<file path="config.mk">
export PLATFORM = sky130hd
export DESIGN_NAME = ugci_divider
export DESIGN_NICKNAME = d
export VERILOG_FILES = /design/src/ugci_divider.sv
export SDC_FILE = /design/constraint.sdc
export NUM_CORES = 2
export LEC_CHECK = 0
export BUFFER_PORTS_ARGS = -buffer_cell sky130_fd_sc_hd__buf_2
export CAP_MARGIN = 5
export CORE_UTILIZATION = 55
export DETAILED_ROUTE_END_ITERATION = 10
export PLACE_DENSITY = 0.69
export SLEW_MARGIN = 20
export SYNTH_ARGS = -nofsm -noshare
export SYNTH_HDL_FRONTEND = slang
export SYNTH_SLANG_ARGS = --single-unit
</file>
<file path="constraint.sdc">
create_clock -name clk -period 5.75 [get_ports clk]
set_input_delay 0 -clock clk [delete_from_list [all_inputs] [get_ports clk]]
set_output_delay 0 -clock clk [all_outputs]
set_load 0.01 [all_outputs]
</file>
<file path="src/ugci_divider.sv">
// Pipelined restoring divider with several lanes, one quotient bit per stage.
module ugci_divider #(
  parameter int LANES = 1,
  parameter int DW = 32,
  parameter int VW = 31,
  parameter int QW = 30,
  parameter int SW = 1
) (
  input  logic                         clk,
  input  logic                         rst,
  input  logic                         in_valid,
  input  logic [LANES-1:0][DW-1:0]     dividend,
  input  logic [LANES-1:0][VW-1:0]     divisor,
  input  logic [SW-1:0]                side_in,
  output logic                         out_valid,
  output logic [LANES-1:0][QW-1:0]     quotient,
  output logic [LANES-1:0][DW-1:0]     remainder,
  output logic [LANES-1:0]             overflow,
  output logic [SW-1:0]                side_out
);

  localparam int WW = (VW + QW > DW) ? VW + QW : DW;
  localparam int NS = QW + 1;

  logic [NS-1:0] vld;
  logic [NS-1:0][LANES-1:0][DW-1:0] rem, rem_next;
  logic [NS-1:0][LANES-1:0][VW-1:0] dvs, dvs_next;
  logic [NS-1:0][LANES-1:0][QW-1:0] quo, quo_next;
  logic [NS-1:0][LANES-1:0] ovf, ovf_next;
  logic [NS-1:0][SW-1:0] side, side_next;
  logic [WW-1:0] trial;

  always_comb begin
    trial = '0;
    side_next[0] = side_in;
    for (int l = 0; l < LANES; l++) begin
      rem_next[0][l] = dividend[l];
      dvs_next[0][l] = divisor[l];
      quo_next[0][l] = '0;
      ovf_next[0][l] = ((WW+1)'(dividend[l]) >= ((WW+1)'(divisor[l]) << QW));
    end
    for (int k = 1; k < NS; k++) begin
      side_next[k] = side[k-1];
      for (int l = 0; l < LANES; l++) begin
        trial = WW'(dvs[k-1][l]) << (QW - k);
        dvs_next[k][l] = dvs[k-1][l];
        ovf_next[k][l] = ovf[k-1][l];
        quo_next[k][l] = quo[k-1][l];
        rem_next[k][l] = rem[k-1][l];
        if (WW'(rem[k-1][l]) >= trial) begin
          rem_next[k][l] = DW'(WW'(rem[k-1][l]) - trial);
          quo_next[k][l][QW-k] = 1'b1;
        end
      end
    end
  end

  always_ff @(posedge clk) begin
    if (rst) begin
      vld <= '0;
    end else begin
      vld <= {vld[NS-2:0], in_valid};
    end
    rem <= rem_next;
    dvs <= dvs_next;
    quo <= quo_next;
    ovf <= ovf_next;
    side <= side_next;
  end

  assign out_valid = vld[NS-1];
  assign quotient = quo[NS-1];
  assign remainder = rem[NS-1];
  assign overflow = ovf[NS-1];
  assign side_out = side[NS-1];

endmodule

</file>
# ---- Word-level counts from Yosys, hierarchy flattened
# Cells that the tools add are included.
dict set report totals {
  reg_bits 2480
  input_bits 67
  output_inout_bits 65
  elab_cells 275
}
dict set report classes {
  n_addsub 30
  order_cmp 31
  n_mux 31
}
# operator n
set ops {}
lappend ops {{32-bit 2-to-1 mux} 30}
lappend ops {{32-bit subtractor} 29}
lappend ops {{32-bit by 61-bit >= comparator with 1-bit output} 1}
lappend ops {{32-bit by 60-bit >= comparator with 1-bit output} 1}
lappend ops {{32-bit by 59-bit >= comparator with 1-bit output} 1}
lappend ops {{32-bit by 58-bit >= comparator with 1-bit output} 1}
lappend ops {{32-bit by 57-bit >= comparator with 1-bit output} 1}
lappend ops {{32-bit by 56-bit >= comparator with 1-bit output} 1}
lappend ops {{32-bit by 55-bit >= comparator with 1-bit output} 1}
lappend ops {{32-bit by 54-bit >= comparator with 1-bit output} 1}
lappend ops {{32-bit by 53-bit >= comparator with 1-bit output} 1}
lappend ops {{32-bit by 52-bit >= comparator with 1-bit output} 1}
lappend ops {{32-bit by 51-bit >= comparator with 1-bit output} 1}
lappend ops {{32-bit by 50-bit >= comparator with 1-bit output} 1}
lappend ops {{32-bit by 49-bit >= comparator with 1-bit output} 1}
lappend ops {{32-bit by 48-bit >= comparator with 1-bit output} 1}
lappend ops {{32-bit by 47-bit >= comparator with 1-bit output} 1}
lappend ops {{32-bit by 46-bit >= comparator with 1-bit output} 1}
lappend ops {{32-bit by 45-bit >= comparator with 1-bit output} 1}
lappend ops {{32-bit by 44-bit >= comparator with 1-bit output} 1}
lappend ops {{32-bit by 43-bit >= comparator with 1-bit output} 1}
lappend ops {{32-bit by 42-bit >= comparator with 1-bit output} 1}
lappend ops {{32-bit by 41-bit >= comparator with 1-bit output} 1}
lappend ops {{32-bit by 40-bit >= comparator with 1-bit output} 1}
lappend ops {{11 further kinds} 11}

# ---- Logic depth before layout (Yosys ltp)
dict set report depth {
  word_depth 2
  ltp_mapped 15
  depth_no_buf 13
}

# ---- Worst setup path after synthesis
# No wires, ideal clock.
dict set report synth_path {
  path_kind {register -> register}
  startpoint {register dvs[721] in the netlist's numbering}
  endpoint {register rem[787] in the netlist's numbering}
  setup_time_ns 0.123
  arrival_time_ns 2.885
  t_required_ns 5.627
  slack_ns 2.741
  stages_incl_launch_ff 14
  path_buffers 2
  period_less_slack_ns 3.009
  cell_sequence {dfxtp_1 -> inv_1 -> ha_1 -> a211oi_2 -> o21bai_1 -> a221o_1 -> a31o_1 -> a221o_1 -> a21oi_2 -> o31a_1 -> or2_1 -> buf_4 -> buf_6 -> mux2_1}
}
# element line_no
set synth_lines {}
lappend synth_lines {{start, declared} 27} ;# logic [NS-1:0][LANES-1:0][VW-1:0] dvs, dvs_next;
lappend synth_lines {{start signal, assigned} 65} ;# dvs <= dvs_next;
lappend synth_lines {{end signal, assigned} 64} ;# rem <= rem_next;
lappend synth_lines {{end, declared} 26} ;# logic [NS-1:0][LANES-1:0][DW-1:0] rem, rem_next;

==> flow_metrics.py <==
metrics = {
    "outcome": {
        "outcome": "complete, no violations",
    },
    "critical_path": {
        "arrival_ns": 4.78,
        "crit-reg2reg-launch": "dvs[714]",
        "cpLargestDelayFamily": "compound AO/OA/AOI/OAI gates",
        "critPathMaxStageDelay_ns": 0.79,
        "worst-setup-path-type": "reg -> reg",
        "r2r_end": "rem[782]",
        "cp_num_buf_inv": 2,
        "cpMaxStageDelayCell": "or2_1",
        "r2r_slack_ns": 1.66,
        "start_kind": "flip-flop",
        "path_cells": "inv_1 > ha_1 > nor2b_1 > o31ai_1 > a21oi_2 > a31o_1 > a221o_1 > a21oi_2 > o31a_1 > buf_4 > or2_1 > mux2_1",
        "cp_max_fo": 19,
        "endpoint_kind": "flip-flop",
        "worst_path_most_repeated_cell": "a21oi_2",
        "r2r_cells": 12,
        "cp.required_ns": 6.44,
    },
    "logic_synthesis": {
        "synth-seq-cells": 2480,
        "synthArstFlopShare_pct": 0,
        "yosys_most_used_dff": "dfxtp_1",
        "ys_seq_area_share_pct": 58.3,
        "synth_warnings": 0,
        "syn_avg_cell_area_um2": 11.1,
        "synthCells": 7671,
        "synth_enable_flop_cells": 0,
        "ys_types": 96,
        "syn_nets": 8294,
        "synth_top_area_cell": "dfxtp_1",
        "yosys.area.top_type_share_pct": 58.3,
        "syn-cell-area_um2": 85100,
        "ys_top_cells_by_area": "dfxtp_1 (58%), ha_1 (7.7%), inv_1 (3.1%), xnor2_1 (2.4%), a21oi_1 (2.0%)",
    },
    "sta": {
        "slew_viol_final": 0,
        "skew_ns": 0.0754,
        "fin_crit_ns": 4.09,
        "setup_viol": 0,
        "fmax_ghz": 0.244,
        "min_period_over_period_pct": 71.2,
        "finalHoldViolCount": 0,
        "worst_pin_slew_ns": 1.03,
        "fin_tns_setup_ns": 0,
        "fin_ws_ns": 1.66,
        "max_slew_margin_pct": 29.5,
        "rsz0062_at_grt": "no",
    },
    "global_routing": {
        "grt_max_degree": 47,
        "grt_first_pass_wirelength_um": 297000,
        "first_global_vias": 55500,
        "antenna_found_initial": 4,
        "globalRouteOverflowTotal": 0,
        "grt_usage_pct": 23.8,
    },
    "die": {
        "start_util_pct": 55.7,
        "row_count": 143,
        "ios": 132,
        "fp.dieH_um": 395,
        "coreArea_um2": 153000,
        "die_width_um": 395,
        "dieArea_um2": 156000,
    },
    "final_layout": {
        "drive_gt1_share_pct": 9.20,
        "fillers": 11900,
        "seq_area_um2": 49600,
        "nNetsFinal": 8633,
        "final_cell_area_um2": 97200,
        "fin_cells": 10200,
        "areaGrowthSynthToFinish_pct": 14.3,
        "multi_input_area_um2": 31900,
    },
    "pwr": {
        "powerDensity_nw_per_um2": 426,
        "seqPwrFrac_pct": 46.0,
        "ir_worst_vdd_mv": 0.327,
        "power_frac_clock_pct": 38.9,
        "swShare_pct": 26.2,
        "combPwrFrac_pct": 15.1,
        "p_sw_w": 0.0109,
        "p_int_w": 0.0306,
        "p_leak_nw": 43.2,
    },
    "min_path": {
        "hold_start": "divisor[26]",
        "holdPathStages": 5,
        "min_to": "ovf[0]",
        "hold_path.class": "in -> reg",
    },
    "clocking": {
        "cts-root-buf": "clkbuf_16",
        "cts_tree": "yes",
        "cts.sinks": 2480,
        "clock_latency_ns": 0.87,
        "clkTransAtPathRegs_ns": 0.06,
        "clock_path_buffers": 3,
        "cts_max_level": 4,
        "cts_setup_buffers": 0,
        "numCtsBuffers": 228,
    },
    "drt": {
        "dr.pass1.iters": 5,
        "initialDrtViolationCount": 3122,
        "drc_errors": 0,
        "wl_per_cell_um": 18.3,
        "drt-vias-per-instance": 5.33,
        "antenna_left": 0,
        "drt-total-wl_um": 188000,
        "num_vias": 54600,
    },
    "place": {
        "portBuffers": 131,
        "gp_congestion": 0.928,
        "dp_hpwl_um": 140000,
        "dp_cells": 9677,
        "detailed_place.area_um2": 87500,
        "dp_slack_ns": 1.69,
    },
    "run": {
        "drv_cap": 0,
    },
}
[layout by cell type, fill, tap and decap left out, drive strengths merged, types with 151 or more instances in the layout]
cell    synthesis  routed
o21ai         388     388
nor4          202     202
nand2         373     373
xnor2         232     232
nor2          330     330
mux2          298     298
dfxtp        2480    2480
ha            526     526
clkbuf         76     301
buf            98     151
a21oi         348     348
inv           700     705
a21o          201     201
[cell usage after synthesis (all sizes together), types with 14 or more instances]
cell type  number
nor2b         125
or2            28
or3            28
nor4b          28
nand2         373
nor2          330
inv           700
a211o          16
nand3          93
nand4         103
xor2          144
a21oi         348
o21a           78
o31a           17
a21boi         32
nand2b         60
nor3           95
nand4b         20
clkbuf         76
xnor2         232
fa             30
or4            22
a31oi          51
mux2i          46
mux2          298
o41ai          14
nor4          202
and4           20
dfxtp        2480
o21bai         46
buf            98
ha            526
and3           40
a211oi         41
a21o          201
o31ai          38
o211ai         33
o21ai         388
and2           20
[power groups by stage]
stage | Clock, W | Sequential [W] | Combinational [W]
finish | 0.0161 | 0.0191 | 0.00624
detailed placement | 0 | 0.0195 | 0.00606
CTS | 0.0164 | 0.0191 | 0.00619
global placement | 0 | 0.0195 | 0.00596
global route | 0.0172 | 0.0192 | 0.00698
floorplan | 0 | 0.0191 | 0.00498
[per-stage QoR]
step / power, W / hold slack, ns / utilization (%)
CTS: 0.0417 / 0.0265 / 63.6
floorplan: 0.0240 / 0.0277 / -
global route: 0.0434 / 0.0682 / 63.6
global placement: 0.0254 / 0.102 / 57.3
finish: 0.0415 / 0.0720 / 63.6
detailed placement: 0.0255 / 0.107 / 57.3
[cell type report]
class                   instances  share of cell area [%]
diodes                          9                  0.0232
clock buffers                 301                    6.49
clock inverters               125                    2.07
inverters                     700                    2.70
multi-input cells            4317                    32.8
flip-flops and latches       2480                    51.1
well taps                    2030                    2.61
repair buffers                283                    2.21
[worst reg2reg max path: stages, from the launching register on]
cell and delay, ns:
dfxtp_1 0.38, inv_1 0.06, ha_1 0.29, nor2b_1 0.15, o31ai_1 0.45, a21oi_2 0.18
a31o_1 0.34, a221o_1 0.40, a21oi_2 0.19, o31a_1 0.13, buf_4 0.20, or2_1 0.79
mux2_1 0.41
[sequential cells by signal (all words and copies together) (netlist names)]
name       cells
ovf           30
side          30
dvs          930
vld           31
overflow       1
side_out       1
quotient      30
remainder     32
rem          960
quo          435
[cell families (layout without fill, tap and decap cells)]
| family | count (synthesis) | in the layout | share of synthesized area, % |
|---|---|---|---|
| AOI/OAI and AO/OA | 1423 | 1423 | 10.7 |
| xor gates and xnor gates | 376 | 376 | 3.87 |
| adders and majority gates | 556 | 556 | 8.44 |
| buffers and inverters | 874 | 1409 | 4.23 |
| DFF | 2480 | 2480 | 58.3 |
| muxes | 344 | 344 | 4.49 |
| other | 0 | 9 | 0 |
| and+or+nand+nor | 1618 | 1618 | 9.90 |
[worst max-delay path by stage]
stage              from       end  slack, ns  cells after the start
5_1_grt        dvs[714]  rem[782]       1.30                     12
3_3_place_gp   dvs[714]  rem[786]       1.73                     12
3_5_place_dp   dvs[714]  rem[793]       1.69                     12
4_1_cts        dvs[714]  rem[788]       1.64                     12
2_1_floorplan  dvs[721]  rem[787]       2.74                     13
6_report       dvs[714]  rem[782]       1.66                     12
[layer usage]
metal | vias to the layer above | track usage, % | wire length (µm) | part of all wire, %
met3 | 426 | 3.42 | 7350 | 3.9
met2 | 1251 | 44.7 | 97900 | 52
met5 | - | 0 | 20 | 0.011
met1 | 25800 | 26.8 | 75100 | 40
li1 | 27200 | - | - | -
met4 | 2 | 9.67 | 7350 | 3.9
[timing repair]
action | CTS | global route
resized for setup | 0 | 0
hold buffers | 132 | 0
endpoints found under the hold margin | 96 | 0
Note: power is estimated with default switching activity, not from simulation.
